[src/rtl/core/rfds_pkg.sv]
`timescale 1ns / 1ps

package rfds_pkg;

    localparam int MAX_RES        = 32;
    localparam int DEPTH_DEF      = 32;
    localparam int CELL_SHIFT_DEF = 16;

    localparam int CELL_W  = 12;
    localparam int CTR_W   = 16;
    localparam int RAD_W   = 8;
    localparam int RSQ_W   = 16;
    localparam int DIFF_W  = 17;
    localparam int SQ_W    = 33;
    localparam int DIST_W  = 34;
    localparam int DOUT_W  = 26;
    localparam int ADDR_W  = 4;
    localparam int DATA_W  = 32;

    localparam logic [DOUT_W-1:0] DIST_SAT = {DOUT_W{1'b1}};

    // register indexes, taken from paddr[3:2]
    localparam logic [1:0] REG_CENTER_X    = 2'd0;
    localparam logic [1:0] REG_CENTER_Z    = 2'd1;
    localparam logic [1:0] REG_KEEP_RADIUS = 2'd2;

    localparam logic [RAD_W-1:0] RADIUS_RST = 8'd8;

    typedef struct packed {
        logic signed [CELL_W-1:0] cell_x;
        logic signed [CELL_W-1:0] cell_z;
        logic                     final_entry;
    } t_in_word;

    typedef struct packed {
        logic signed [CELL_W-1:0] out_x;
        logic signed [CELL_W-1:0] out_z;
        logic [DOUT_W-1:0]        dist_sq;
        logic                     empty_batch;
        logic                     overflowed;
        logic                     end_of_run;
    } t_out_word;

    typedef struct packed {
        logic signed [CELL_W-1:0] x;
        logic signed [CELL_W-1:0] z;
    } t_cell;

    typedef struct packed {
        logic  valid;
        logic  last;
        t_cell pos;
    } t_probe;

    typedef struct packed {
        logic              valid;
        logic              last;
        t_cell             pos;
        logic [DIST_W-1:0] d;
    } t_dist;

endpackage

[src/rtl/core/rfds_store.sv]
`timescale 1ns / 1ps

module rfds_store #(
    parameter int CAP = rfds_pkg::MAX_RES,
    parameter int IW  = $clog2(CAP)
) (
    input  logic                  i_clk,
    input  logic                  i_rst_n,
    input  logic                  i_we,
    input  logic [IW-1:0]         i_waddr,
    input  rfds_pkg::t_cell       i_wdata,
    input  logic                  i_rd_en,
    input  logic                  i_rd_last,
    input  logic [IW-1:0]         i_raddr,
    output rfds_pkg::t_probe      o_probe,
    output logic [IW-1:0]         o_ridx
);
    import rfds_pkg::*;

    t_cell          r_mem [CAP];
    t_cell          r_rdata;
    logic           r_rvalid;
    logic           r_rlast;
    logic [IW-1:0]  r_ridx;

    always_ff @(posedge i_clk) begin
        if (i_we) begin
            r_mem[i_waddr] <= i_wdata;
        end
        if (i_rd_en) begin
            r_rdata <= r_mem[i_raddr];
            r_ridx  <= i_raddr;
            r_rlast <= i_rd_last;
        end
    end

    always_ff @(posedge i_clk) begin
        if (!i_rst_n) begin
            r_rvalid <= 1'b0;
        end else begin
            r_rvalid <= i_rd_en;
        end
    end

    assign o_probe.valid = r_rvalid;
    assign o_probe.last  = r_rlast;
    assign o_probe.pos   = r_rdata;
    assign o_ridx        = r_ridx;

endmodule

[src/rtl/core/rfds_div.sv]
`timescale 1ns / 1ps

module rfds_div #(
    parameter int CELL_SHIFT = rfds_pkg::CELL_SHIFT_DEF
) (
    input  logic                                i_clk,
    input  logic                                i_rst_n,
    input  logic                                i_start,
    input  logic signed [rfds_pkg::CTR_W-1:0]   i_center_x,
    input  logic signed [rfds_pkg::CTR_W-1:0]   i_center_z,
    output logic                                o_done,
    output logic signed [rfds_pkg::CTR_W-1:0]   o_cx,
    output logic signed [rfds_pkg::CTR_W-1:0]   o_cz
);
    import rfds_pkg::*;

    // floor(m / CELL_SHIFT) == (m * RECIP) >> SH_S for every 16-bit magnitude m
    localparam int SH_S   = CTR_W + $clog2(CELL_SHIFT);
    localparam int RCP_W  = CTR_W + 2;
    localparam int PROD_W = CTR_W + RCP_W;
    localparam logic [RCP_W-1:0] RECIP =
        RCP_W'(((longint'(1) << SH_S) + longint'(CELL_SHIFT) - 1) / longint'(CELL_SHIFT));

    logic                    r_busy, r_done;
    logic                    r_negx, r_negz;
    logic [CTR_W-1:0]        r_magx, r_magz;
    logic signed [CTR_W-1:0] r_cx, r_cz;
    logic [PROD_W-1:0]       px, pz;
    logic [CTR_W-1:0]        qx, qz;

    // magnitudes first, then one reciprocal multiply; sign restored after
    assign px = {{RCP_W{1'b0}}, r_magx} * {{CTR_W{1'b0}}, RECIP};
    assign pz = {{RCP_W{1'b0}}, r_magz} * {{CTR_W{1'b0}}, RECIP};
    assign qx = CTR_W'(px >> SH_S);
    assign qz = CTR_W'(pz >> SH_S);

    always_ff @(posedge i_clk) begin
        if (!i_rst_n) begin
            r_busy <= 1'b0;
            r_done <= 1'b0;
        end else begin
            r_busy <= i_start;
            r_done <= r_busy;
        end
    end

    always_ff @(posedge i_clk) begin
        if (i_start) begin
            r_magx <= i_center_x[CTR_W-1] ? CTR_W'(-i_center_x) : CTR_W'(i_center_x);
            r_magz <= i_center_z[CTR_W-1] ? CTR_W'(-i_center_z) : CTR_W'(i_center_z);
            r_negx <= i_center_x[CTR_W-1];
            r_negz <= i_center_z[CTR_W-1];
        end
        if (r_busy) begin
            r_cx <= r_negx ? -$signed(qx) : $signed(qx);
            r_cz <= r_negz ? -$signed(qz) : $signed(qz);
        end
    end

    assign o_done = r_done;
    assign o_cx   = r_cx;
    assign o_cz   = r_cz;

endmodule

[src/rtl/core/rfds_dist.sv]
`timescale 1ns / 1ps

module rfds_dist #(
    parameter int IW = 5
) (
    input  logic                               i_clk,
    input  logic                               i_rst_n,
    input  logic signed [rfds_pkg::CTR_W-1:0]  i_cx,
    input  logic signed [rfds_pkg::CTR_W-1:0]  i_cz,
    input  rfds_pkg::t_probe                   i_probe,
    input  logic [IW-1:0]                      i_idx,
    output rfds_pkg::t_dist                    o_dist,
    output logic [IW-1:0]                      o_idx
);
    import rfds_pkg::*;

    // three stages: differences, squares, sum
    logic                     r_v1, r_v2, r_v3;
    logic                     r_l1, r_l2, r_l3;
    t_cell                    r_c1, r_c2, r_c3;
    logic [IW-1:0]            r_i1, r_i2, r_i3;
    logic signed [DIFF_W-1:0] r_dx, r_dz;
    logic [SQ_W-1:0]          r_sx, r_sz;
    logic [DIST_W-1:0]        r_d;
    logic signed [2*DIFF_W-1:0] px, pz;

    assign px = r_dx * r_dx;
    assign pz = r_dz * r_dz;

    always_ff @(posedge i_clk) begin
        r_dx <= DIFF_W'(i_cx) - DIFF_W'(i_probe.pos.x);
        r_dz <= DIFF_W'(i_cz) - DIFF_W'(i_probe.pos.z);
        r_l1 <= i_probe.last;
        r_c1 <= i_probe.pos;
        r_i1 <= i_idx;
        r_sx <= px[SQ_W-1:0];
        r_sz <= pz[SQ_W-1:0];
        r_l2 <= r_l1;
        r_c2 <= r_c1;
        r_i2 <= r_i1;
        r_d  <= DIST_W'(r_sx) + DIST_W'(r_sz);
        r_l3 <= r_l2;
        r_c3 <= r_c2;
        r_i3 <= r_i2;
    end

    always_ff @(posedge i_clk) begin
        if (!i_rst_n) begin
            r_v1 <= 1'b0;
            r_v2 <= 1'b0;
            r_v3 <= 1'b0;
        end else begin
            r_v1 <= i_probe.valid;
            r_v2 <= r_v1;
            r_v3 <= r_v2;
        end
    end

    assign o_dist.valid = r_v3;
    assign o_dist.last  = r_l3;
    assign o_dist.pos   = r_c3;
    assign o_dist.d     = r_d;
    assign o_idx        = r_i3;

endmodule

[src/rtl/core/radius_filter_distance_sort_top.sv]
`timescale 1ns / 1ps

// channel   valid         stall         word
// --------  ------------  ------------  -----------------------------
// in        i_in_valid    o_in_stall    i_in_data   (t_in_word)
// out       o_out_valid   i_out_stall   o_out_data  (t_out_word)
// config    APB write/read at byte 4*index, pready tied high
//
// Non-final word: stored on acceptance while the store has room. Final word: center divide
// (reciprocal multiply), then one pass over the N stored entries per emitted
// word (at least one pass); passes are bounded by the single store read port.
// Reset (i_rst_n low, synchronous) clears counts, flags and config registers to
// their defaults; the entry store and the payload registers are not cleared.
// An output stall holds the result register; the scan waits behind it.

module radius_filter_distance_sort_top #(
    parameter int DEPTH      = rfds_pkg::DEPTH_DEF,
    parameter int CELL_SHIFT = rfds_pkg::CELL_SHIFT_DEF
) (
    input  logic                          i_clk,
    input  logic                          i_rst_n,
    input  logic                          i_in_valid,
    output logic                          o_in_stall,
    input  rfds_pkg::t_in_word            i_in_data,
    output logic                          o_out_valid,
    input  logic                          i_out_stall,
    output rfds_pkg::t_out_word           o_out_data,
    input  logic                          psel,
    input  logic                          penable,
    input  logic                          pwrite,
    input  logic [rfds_pkg::ADDR_W-1:0]   paddr,
    input  logic [rfds_pkg::DATA_W-1:0]   pwdata,
    output logic [rfds_pkg::DATA_W-1:0]   prdata,
    output logic                          pready
);
    import rfds_pkg::*;

    localparam int CAP = (DEPTH < MAX_RES) ? DEPTH : MAX_RES;
    localparam int IW  = $clog2(CAP);
    localparam int CW  = $clog2(CAP + 1);

    typedef enum logic [3:0] {
        ST_LOAD = 4'b0001,
        ST_DIV  = 4'b0010,
        ST_SCAN = 4'b0100,
        ST_EMIT = 4'b1000
    } t_state;

    // config registers
    logic signed [CTR_W-1:0] r_center_x, r_center_z;
    logic [RAD_W-1:0]        r_radius;
    logic                    cfg_wr;
    logic [1:0]              cfg_idx;

    assign pready  = 1'b1;
    assign cfg_wr  = psel && penable && pwrite && pready;
    assign cfg_idx = paddr[3:2];

    always_ff @(posedge i_clk) begin
        if (!i_rst_n) begin
            r_center_x <= '0;
            r_center_z <= '0;
            r_radius   <= RADIUS_RST;
        end else if (cfg_wr && paddr[1:0] == 2'b00) begin
            case (cfg_idx)
                REG_CENTER_X:    r_center_x <= pwdata[CTR_W-1:0];
                REG_CENTER_Z:    r_center_z <= pwdata[CTR_W-1:0];
                REG_KEEP_RADIUS: r_radius   <= pwdata[RAD_W-1:0];
                default: ;
            endcase
        end
    end

    always_comb begin
        case (cfg_idx)
            REG_CENTER_X:    prdata = DATA_W'(r_center_x);
            REG_CENTER_Z:    prdata = DATA_W'(r_center_z);
            REG_KEEP_RADIUS: prdata = DATA_W'(r_radius);
            default:         prdata = '0;
        endcase
    end

    // control state
    t_state            r_state, n_state;
    logic [CW-1:0]     r_count, n_count;
    logic              r_ovf, n_ovf;
    logic              r_first, n_first;
    logic [CW-1:0]     r_kept, n_kept;
    logic [CW-1:0]     r_emit_cnt, n_emit_cnt;
    logic              r_issuing, n_issuing;
    logic [IW-1:0]     r_rd_idx, n_rd_idx;
    logic              r_best_vld, n_best_vld;
    logic              r_out_valid, n_out_valid;

    // payload state
    logic [RSQ_W-1:0]  r_rsq;
    t_cell             r_best_cell, n_best_cell;
    logic [DIST_W-1:0] r_best_d, n_best_d;
    logic [IW-1:0]     r_best_idx, n_best_idx;
    logic [DIST_W-1:0] r_prev_d, n_prev_d;
    logic [IW-1:0]     r_prev_idx, n_prev_idx;
    t_out_word         r_out, n_out;

    logic              in_acc;
    logic              store_we;
    t_cell             wcell;
    logic              rd_en, rd_last;
    t_probe            probe;
    logic [IW-1:0]     probe_idx;
    logic              div_start, div_done;
    logic signed [CTR_W-1:0] cx, cz;
    t_dist             ds;
    logic [IW-1:0]     ds_idx;
    logic              keep, below, cand, better;
    logic              slot_free, emit_load, run_end;

    assign o_in_stall = (r_state != ST_LOAD);
    assign in_acc     = i_in_valid && (r_state == ST_LOAD);
    assign store_we   = in_acc && (r_count < CW'(CAP));
    assign wcell.x    = i_in_data.cell_x;
    assign wcell.z    = i_in_data.cell_z;
    assign div_start  = in_acc && i_in_data.final_entry;
    assign rd_en      = (r_state == ST_SCAN) && r_issuing;
    assign rd_last    = (CW'(r_rd_idx) + 1'b1) == r_count;

    rfds_store #(.CAP(CAP), .IW(IW)) u_store (
        .i_clk     (i_clk),
        .i_rst_n   (i_rst_n),
        .i_we      (store_we),
        .i_waddr   (r_count[IW-1:0]),
        .i_wdata   (wcell),
        .i_rd_en   (rd_en),
        .i_rd_last (rd_last),
        .i_raddr   (r_rd_idx),
        .o_probe   (probe),
        .o_ridx    (probe_idx)
    );

    rfds_div #(.CELL_SHIFT(CELL_SHIFT)) u_div (
        .i_clk      (i_clk),
        .i_rst_n    (i_rst_n),
        .i_start    (div_start),
        .i_center_x (r_center_x),
        .i_center_z (r_center_z),
        .o_done     (div_done),
        .o_cx       (cx),
        .o_cz       (cz)
    );

    rfds_dist #(.IW(IW)) u_dist (
        .i_clk   (i_clk),
        .i_rst_n (i_rst_n),
        .i_cx    (cx),
        .i_cz    (cz),
        .i_probe (probe),
        .i_idx   (probe_idx),
        .o_dist  (ds),
        .o_idx   (ds_idx)
    );

    // next word is the largest (distance, earliest index) below the last one sent
    assign keep   = ds.valid && (ds.d <= DIST_W'(r_rsq));
    assign below  = r_first || (ds.d < r_prev_d) ||
                    ((ds.d == r_prev_d) && (ds_idx > r_prev_idx));
    assign cand   = keep && below;
    assign better = !r_best_vld || (ds.d > r_best_d);

    assign slot_free = !r_out_valid || !i_out_stall;
    assign emit_load = (r_state == ST_EMIT) && slot_free;
    assign run_end   = (r_kept == '0) || ((r_emit_cnt + 1'b1) == r_kept);

    always_comb begin
        n_state     = r_state;
        n_count     = r_count;
        n_ovf       = r_ovf;
        n_first     = r_first;
        n_kept      = r_kept;
        n_emit_cnt  = r_emit_cnt;
        n_issuing   = r_issuing;
        n_rd_idx    = r_rd_idx;
        n_best_vld  = r_best_vld;
        n_best_cell = r_best_cell;
        n_best_d    = r_best_d;
        n_best_idx  = r_best_idx;
        n_prev_d    = r_prev_d;
        n_prev_idx  = r_prev_idx;
        n_out       = r_out;
        n_out_valid = r_out_valid && i_out_stall;

        case (r_state)
            ST_LOAD: begin
                if (in_acc) begin
                    if (store_we) begin
                        n_count = r_count + 1'b1;
                    end else begin
                        n_ovf = 1'b1;
                    end
                    if (i_in_data.final_entry) begin
                        n_state = ST_DIV;
                    end
                end
            end
            ST_DIV: begin
                if (div_done) begin
                    n_state    = ST_SCAN;
                    n_issuing  = 1'b1;
                    n_rd_idx   = '0;
                    n_best_vld = 1'b0;
                    n_kept     = '0;
                    n_first    = 1'b1;
                end
            end
            ST_SCAN: begin
                if (rd_en) begin
                    n_rd_idx = r_rd_idx + 1'b1;
                    if (rd_last) begin
                        n_issuing = 1'b0;
                    end
                end
                if (r_first && keep) begin
                    n_kept = r_kept + 1'b1;
                end
                if (cand && better) begin
                    n_best_vld  = 1'b1;
                    n_best_cell = ds.pos;
                    n_best_d    = ds.d;
                    n_best_idx  = ds_idx;
                end
                if (ds.valid && ds.last) begin
                    n_state = ST_EMIT;
                end
            end
            ST_EMIT: begin
                if (emit_load) begin
                    n_out_valid        = 1'b1;
                    n_out.overflowed   = r_ovf;
                    n_out.end_of_run   = run_end;
                    if (r_kept == '0) begin
                        n_out.out_x       = '0;
                        n_out.out_z       = '0;
                        n_out.dist_sq     = '0;
                        n_out.empty_batch = 1'b1;
                    end else begin
                        n_out.out_x       = r_best_cell.x;
                        n_out.out_z       = r_best_cell.z;
                        n_out.dist_sq     = (r_best_d > DIST_W'(DIST_SAT)) ? DIST_SAT
                                                                           : r_best_d[DOUT_W-1:0];
                        n_out.empty_batch = 1'b0;
                    end
                    if (run_end) begin
                        n_state    = ST_LOAD;
                        n_count    = '0;
                        n_ovf      = 1'b0;
                        n_emit_cnt = '0;
                        n_first    = 1'b1;
                    end else begin
                        n_state    = ST_SCAN;
                        n_emit_cnt = r_emit_cnt + 1'b1;
                        n_first    = 1'b0;
                        n_prev_d   = r_best_d;
                        n_prev_idx = r_best_idx;
                        n_best_vld = 1'b0;
                        n_issuing  = 1'b1;
                        n_rd_idx   = '0;
                    end
                end
            end
            default: n_state = ST_LOAD;
        endcase
    end

    always_ff @(posedge i_clk) begin
        if (!i_rst_n) begin
            r_state     <= ST_LOAD;
            r_count     <= '0;
            r_ovf       <= 1'b0;
            r_first     <= 1'b1;
            r_kept      <= '0;
            r_emit_cnt  <= '0;
            r_issuing   <= 1'b0;
            r_rd_idx    <= '0;
            r_best_vld  <= 1'b0;
            r_out_valid <= 1'b0;
        end else begin
            r_state     <= n_state;
            r_count     <= n_count;
            r_ovf       <= n_ovf;
            r_first     <= n_first;
            r_kept      <= n_kept;
            r_emit_cnt  <= n_emit_cnt;
            r_issuing   <= n_issuing;
            r_rd_idx    <= n_rd_idx;
            r_best_vld  <= n_best_vld;
            r_out_valid <= n_out_valid;
        end
    end

    always_ff @(posedge i_clk) begin
        r_best_cell <= n_best_cell;
        r_best_d    <= n_best_d;
        r_best_idx  <= n_best_idx;
        r_prev_d    <= n_prev_d;
        r_prev_idx  <= n_prev_idx;
        r_out       <= n_out;
        if (div_start) begin
            r_rsq <= RSQ_W'(r_radius * r_radius);
        end
    end

    assign o_out_valid = r_out_valid;
    assign o_out_data  = r_out;

    a_count_cap: assert property (@(posedge i_clk) disable iff (!i_rst_n)
        r_count <= CW'(CAP))
        else $error("entry count above capacity");

    a_emit_bound: assert property (@(posedge i_clk) disable iff (!i_rst_n)
        (r_state == ST_EMIT && r_kept != '0) |-> (r_emit_cnt < r_kept))
        else $error("more words emitted than entries kept");

    a_empty_last: assert property (@(posedge i_clk) disable iff (!i_rst_n)
        (o_out_valid && o_out_data.empty_batch) |-> o_out_data.end_of_run)
        else $error("empty batch word without end of run");

    a_batch_clear: assert property (@(posedge i_clk) disable iff (!i_rst_n)
        (r_state == ST_EMIT && emit_load && run_end) |=>
            (r_count == '0 && !r_ovf && r_state == ST_LOAD))
        else $error("batch state not cleared after last word");

    a_scan_no_load: assert property (@(posedge i_clk) disable iff (!i_rst_n)
        (r_state == ST_SCAN) |-> !store_we)
        else $error("store written during scan");

endmodule

[config.mk]
export PLATFORM = sky130hd
export DESIGN_NAME = radius_filter_distance_sort_top
export DESIGN_NICKNAME = d
export VERILOG_FILES = /design/src/rtl/core/rfds_pkg.sv /design/src/rtl/core/rfds_store.sv /design/src/rtl/core/rfds_div.sv /design/src/rtl/core/rfds_dist.sv /design/src/rtl/core/radius_filter_distance_sort_top.sv
export SDC_FILE = /design/constraint.sdc
export NUM_CORES = 2
export LEC_CHECK = 0
export ABC_AREA = 0
export BUFFER_PORTS_ARGS = -buffer_cell sky130_fd_sc_hd__buf_4
export CAP_MARGIN = 5
export CORE_MARGIN = 1.5
export CORE_UTILIZATION = 40
export CTS_CLUSTER_DIAMETER = 60
export DETAILED_ROUTE_END_ITERATION = 12
export PLACE_DENSITY = 0.63
export SYNTH_ARGS = -nofsm -noshare
export SYNTH_HDL_FRONTEND = slang
export SYNTH_HIERARCHICAL = 1
export SYNTH_SLANG_ARGS = --single-unit
[constraint.sdc]
create_clock -name i_clk -period 8.39 [get_ports i_clk]
set_input_delay 0.839 -clock i_clk [delete_from_list [all_inputs] [get_ports i_clk]]
set_output_delay 0.839 -clock i_clk [all_outputs]
set_load 0.02 [all_outputs]
After elaboration in Yosys (flattened, before gate mapping)
Memories as Yosys holds them, arrays and structs flattened. A register that Yosys moved wholly into a read port is not among the register bits.
Cells that the tools add are included.
{ "totals": {"inputBits": 68, "out_inout_bits": 88, "ramBits": 768, "elab_cells": 202, "reg_bits": 545, "memories": 1} }
{ "op_classes": {"n_mul": 3, "reduce_logical": 44, "n_eq_ne": 23, "n_addsub": 12, "bitwise": 1, "order_cmp": 6, "mux": 51} }
{ "mem_list": {"columns": ["name", "depth", "width", "rd", "rd_ports_with_merged_regs", "wr", "line", "text"], "rows": [
  ["u_store.r_mem", 32, 24, 1, 1, 1, "rfds_store.sv:20", "t_cell r_mem [CAP];"]
]} }
{ "op_table": {"columns": ["cell", "count"], "rows": [
  ["$pmux W32 S3", 1],
  ["$mul A17 B17 Y33", 2],
  ["$mux W6", 7],
  ["$add A33 B33 Y34", 1],
  ["$eq A34 B34 Y1", 1],
  ["$gt A34 B26 Y1 const B", 1],
  ["$gt A34 B34 Y1", 1],
  ["$le A34 B16 Y1", 1],
  ["$lt A34 B34 Y1", 1],
  ["$sub A16 B12 Y17", 2],
  ["$neg A12 Y16", 2],
  ["$neg A16 Y16", 2],
  ["$mux W15", 2],
  ["$mux W26", 1],
  ["$reduce_and A5 Y1", 5],
  ["$mux W12", 2],
  ["$pmux W6 S2", 2],
  ["$mux W1", 20],
  ["$mux W4", 5],
  ["$mux W5", 4],
  ["$add A6 B1 Y6 const B", 3],
  ["$mul A8 B8 Y16", 1],
  ["$pmux W4 S4", 1],
  ["$logic_and A1 B1 Y1", 15],
  ["other kinds (28)", 57]
]} }

Longest topological paths before layout
{ "logic_depth": {"depth_word": 7, "ltp_mapped": 25, "depth_no_buf": 24} }

Cells and area by module
The synthesis kept the hierarchy.
{ "modules_own_cells": {"columns": ["mod", "cells_per_inst", "seq_area_each_um2", "area_per_inst_um2", "n_inst"], "rows": [
  ["rfds_store", 1721, 23983.0, 30944.7, 1],
  ["rfds_dist", 2728, 4504.3, 26705.6, 1],
  ["radius_filter_distance_sort_top", 1229, 6546.3, 13012.5, 1],
  ["rfds_div", 207, 1781.7, 2783.9, 1]
]} }

Worst setup path before layout
OpenSTA, ideal clock, no wires.
{ "synth_path": {"path_type": "register -> register", "startpoint": "register u_dist.r_dx[5]", "endpoint": "register u_dist.r_sx[31]", "setup_ns": 0.120, "path_slack_ns": 2.198, "synth_period_minus_slack_ns": 6.192, "path_stages_with_launch": 25, "required_time_ns": 8.270, "arrival_ns": 6.071, "n_path_buf": 2, "cell_sequence": "dfxtp_1 clkbuf_1 clkbuf_1 nand2_1 fa_1 inv_1 fa_1 inv_1 fa_1 inv_1 fa_1 fa_1 inv_1 fa_1 inv_1 ha_1 a21o_1 a21oi_1 nor2b_1 o41a_1 o41ai_4 nor3_2 a2111oi_4 a21oi_2 xor2_1"} }
{ "synth_between": {"elab_chain_cells": 1} }
{ "synth_rtl": {"columns": ["item", "line", "text"], "rows": [
  ["start, declared", "rfds_dist.sv:22", "logic signed [DIFF_W-1:0] r_dx, r_dz;"],
  ["start signal, assigned", "rfds_dist.sv:31", "r_dx <= DIFF_W'(i_cx) - DIFF_W'(i_probe.pos.x);"],
  ["$mul A17 B17 Y33", "rfds_dist.sv:27", "assign px = r_dx * r_dx;"],
  ["via u_dist.px[31]", "rfds_dist.sv:25", "logic signed [2*DIFF_W-1:0] px, pz;"],
  ["end signal, assigned", "rfds_dist.sv:36", "r_sx <= px[SQ_W-1:0];"],
  ["end, declared", "rfds_dist.sv:23", "logic [SQ_W-1:0] r_sx, r_sz;"]
]} }
The timed path passes the listed nets, and every way through them passes these cells.
A chain may end at the register's enable or synchronous reset.

Worst setup path after layout
{ "layout_path": {"startpoint": "register u_dist.r_dz[3]", "endpoint": "register u_dist.r_sz[32]"} }
{ "layout_between": {"elab_chain_cells": 1} }
{ "layout_rtl": {"columns": ["item", "line", "text"], "rows": [
  ["start, declared", "rfds_dist.sv:22", null],
  ["start signal, assigned", "rfds_dist.sv:32", "r_dz <= DIFF_W'(i_cz) - DIFF_W'(i_probe.pos.z);"],
  ["$mul A17 B17 Y33", "rfds_dist.sv:28", "assign pz = r_dz * r_dz;"],
  ["via u_dist.pz[32]", "rfds_dist.sv:25", null],
  ["end signal, assigned", "rfds_dist.sv:37", "r_sz <= pz[SQ_W-1:0];"],
  ["end, declared", "rfds_dist.sv:23", null]
]} }
The timed path passes the listed nets, and every way through them passes these cells.

==> impl_metrics.env <==
export IMPL_initial_utilization=0.402
export IMPL_muxShareOfSynthArea=0.0566
export IMPL_worstSetupPathType="reg -> reg"
export IMPL_synth_top_family_by_area="adder cells"
export IMPL_crit_top_cell="fa_1"
export IMPL_clock_sinks=1326
export IMPL_place_gp_congestion=0.848
export IMPL_status="completed"
export IMPL_synth_warnings=6
export IMPL_synth_area_mm2=0.0734
export IMPL_via_count=43405
export IMPL_clk_pin_slew_ns=0.06
export IMPL_synth_nets=6866
export IMPL_start_kind="flip-flop"
export IMPL_grt_max_degree=97
export IMPL_synthTopCellsByArea="edfxtp_1 42%, fa_1 15%, dfxtp_1 8.2%, ha_1 6.2%, mux2i_1 5.6%"
export IMPL_postCtsSetupBuffers=0
export IMPL_tightest_slew_ns=1.16
export IMPL_drt_iter0_drc=2856
export IMPL_grt_overflow_total=0
export IMPL_hp_class="reg -> reg"
export IMPL_grt_pass1_wl_um=254000
export IMPL_fin_util=0.445
export IMPL_period_share=0.828
export IMPL_max_clock_freq_mhz=144
export IMPL_hpwl_um=111000
export IMPL_yosysTopAreaCell="edfxtp_1"
export IMPL_antenna_found_initial=2
export IMPL_synth_top_cell_area_share=0.419
export IMPL_max_cap_violations=0
export IMPL_synth_compound_area_frac=0.0653
export IMPL_synth_distinct_cells=100
export IMPL_cts_tree="yes"
export IMPL_die_width_um=432
export IMPL_slew_headroom=0.224
export IMPL_dieArea_mm2=0.186
export IMPL_cpLargestDelayFamily="adder cells"
export IMPL_path_buf_inv=4
export IMPL_die_h_um=432
export IMPL_vias_per_cell=5.11
export IMPL_layout_drive_gt1_share=0.0813
export IMPL_io_pins=156
export IMPL_hold_violations=0
export IMPL_drc=0
export IMPL_ctsHtreeMaxLevel=4
export IMPL_synth_seq_cells=1326
export IMPL_cts_buffer_depth=3
export IMPL_wire_per_inst_um=19.1
export IMPL_finalClockSkew_ns=0.0372
export IMPL_synth_adder_area_share=0.212
export IMPL_antenna_left=0
export IMPL_place_inst=8256
export IMPL_setup_violations=0
export IMPL_cts_hold_buf=0
export IMPL_synth_xor_area_frac=0.0252
export IMPL_numPortBuffers=138
export IMPL_coreArea_mm2=0.183
export IMPL_crit_slowest_cell="dfxtp_1"
export IMPL_ir_worst_vdd_mv=0.737
export IMPL_syn_inst=5885
export IMPL_fin_cells=8501
export IMPL_slew_violations=0
export IMPL_ys_flop_type="edfxtp_1"
export IMPL_cts_buffers=137
export IMPL_fin_hold_ws_ns=0.322
export IMPL_async_flop_share=0
export IMPL_final_nets=6991
export IMPL_cts_resized=0
export IMPL_root_buffer="clkbuf_16"
export IMPL_synth_avg_cell_area_um2=12.5
export IMPL_synthSimpleGateAreaFrac=0.0786
export IMPL_p_leak_uw=0.0322
export IMPL_critical_path_peak_fanout=17
export IMPL_synth_enable_flop_cells=1026
export IMPL_end_kind="flip-flop"
export IMPL_setup_tns_ns=0
export IMPL_firstDrtPassIters=6
export IMPL_synth_common_cells="1026 x edfxtp_1, 897 x inv_1, 550 x fa_1, 413 x mux2i_1, 410 x nand2_1"
export IMPL_path_cells="and2_1, fa_1, inv_1, fa_1, inv_1, fa_1, fa_1, fa_1, inv_1, fa_1, inv_1, ha_1, nand3_1, nor3_1, nand4_1, a21oi_1, or4b_1, a31o_1, a21oi_2, xnor2_1"
export IMPL_clock_latency_ns=0.77
export IMPL_total_power_uw=32200
export IMPL_rsz0062_at_grt="no"
export IMPL_fill_cells=16709
export IMPL_period_minus_slack_ns=6.94
export IMPL_rows=157
export IMPL_area_delta_synth_final_pct=10.8
export IMPL_first_global_vias=44955
export IMPL_track_usage=0.176
export IMPL_yosysMostFrequentCell="edfxtp_1"
export IMPL_power_density_mw_per_mm2=396
export IMPL_seq_area_frac_synth=0.501
export IMPL_slowest_delay_ns=0.95
export IMPL_wirelength_um=162000
export IMPL_antennaDiodeCount=0
export IMPL_worstPathRequired_ns=9.04
export IMPL_cp_arrival_ns=7.60
-- per-stage QoR --
| step | cell area (µm²) | setup WS, ns |
|---|---|---|
| 2_1_floorplan | 73400 | 2.20 |
| 3_3_place_gp | 77000 | 1.49 |
| 3_5_place_dp | 77000 | 1.49 |
| 4_1_cts | 81400 | 1.51 |
| 5_1_grt | 81400 | 1.08 |
| 6_report | 81400 | 1.45 |
-- cell usage in the layout (no fill, tap or decap), drive strengths merged, types with 14 or more instances in the layout --
cell	n
a211oi	14
a21boi	17
a21o	42
a21oi	224
a22o	49
a22oi	73
a31o	15
a31oi	35
and2	154
buf	200
clkbuf	182
clkinv	50
dfxtp	300
edfxtp	1026
fa	550
ha	363
inv	904
mux2i	413
nand2	410
nand2b	33
nand3	142
nand4	25
nor2	252
nor2b	47
nor3	62
nor4	17
o21a	25
o21ai	95
o31ai	19
or3	15
xnor2	165
xor2	46
-- kinds of logic (layout without fill, tap and decap cells) --
kind of cell / Yosys count / after routing
buf+inv: 1112 / 1343
simple gates: 1211 / 1211
mux: 415 / 415
xor+xnor: 211 / 211
flops: 1326 / 1326
compound gates: 696 / 696
other cells: 1 / 1
fa+ha+maj: 913 / 913
-- layout make-up --
type | instances | area (µm²) | area share
flip-flops and latches | 1326 | 36800 | 0.453
multi-input cells | 3447 | 32300 | 0.397
clock buffers | 182 | 3750 | 0.0462
inverters | 898 | 3370 | 0.0414
well taps | 2385 | 2980 | 0.0367
repair buffers | 200 | 1540 | 0.0189
clock inverters | 63 | 578 | 0.00711
-- routing by layer --
layer	vias up	routed length (µm)	GRT usage
met1	21973	69000	0.226
met3	229	7130	0.0246
li1	20259	-	-
met4	2	3850	0.0492
met5	-	12	0
met2	942	82500	0.310
-- worst register-to-register path: stages, from the launching register on --
cell	delay, ns
dfxtp_1	0.95
and2_1	0.30
fa_1	0.57
inv_1	0.14
fa_1	0.44
inv_1	0.33
fa_1	0.52
fa_1	0.51
fa_1	0.49
inv_1	0.05
fa_1	0.47
inv_1	0.04
ha_1	0.35
nand3_1	0.17
nor3_1	0.46
nand4_1	0.15
a21oi_1	0.33
or4b_1	0.25
a31o_1	0.18
a21oi_2	0.06
xnor2_1	0.11
-- flip-flops by register name, summed over array words and instances (netlist names), 15 cells and up --
signal,cells
o_out_data,53
u_store/o_probe,24
r_center_x,16
r_center_z,16
u_dist/r_c2,24
u_dist/r_d,34
u_dist/r_dz,17
u_dist/o_dist,24
r_prev_d,34
u_dist/r_dx,17
u_dist/r_c1,24
r_best_d,34
u_store/r_mem,768
u_dist/r_sz,32
u_div/o_cx,16
u_dist/r_sx,32
r_best_cell,24
u_div/o_cz,16
r_rsq,15
-- worst paths after layout --
| path | from | end | slack [ns] | depth (start not counted) |
|---|---|---|---|---|
| setup / recovery | u_dist/r_dz[3]$_DFF_P_ | u_dist/r_sz[32]$_DFF_P_ | 1.45 | 20 |
| hold / removal | u_dist/r_c2[15]$_DFF_P_ | u_dist/o_dist[49]$_DFF_P_ | 0.32 | 0 |
| setup reg to reg | u_dist/r_dz[3]$_DFF_P_ | u_dist/r_sz[32]$_DFF_P_ | 1.45 | 20 |
| hold reg to reg | u_dist/r_c2[15]$_DFF_P_ | u_dist/o_dist[49]$_DFF_P_ | 0.32 | 0 |
-- power breakdown --
part	internal (µW)	total, µW	switching [µW]
Sequential	7710	8020	312
Clock	3300	5850	2540
Combinational	7870	18400	10500
Power figures use the tool's default switching activity.
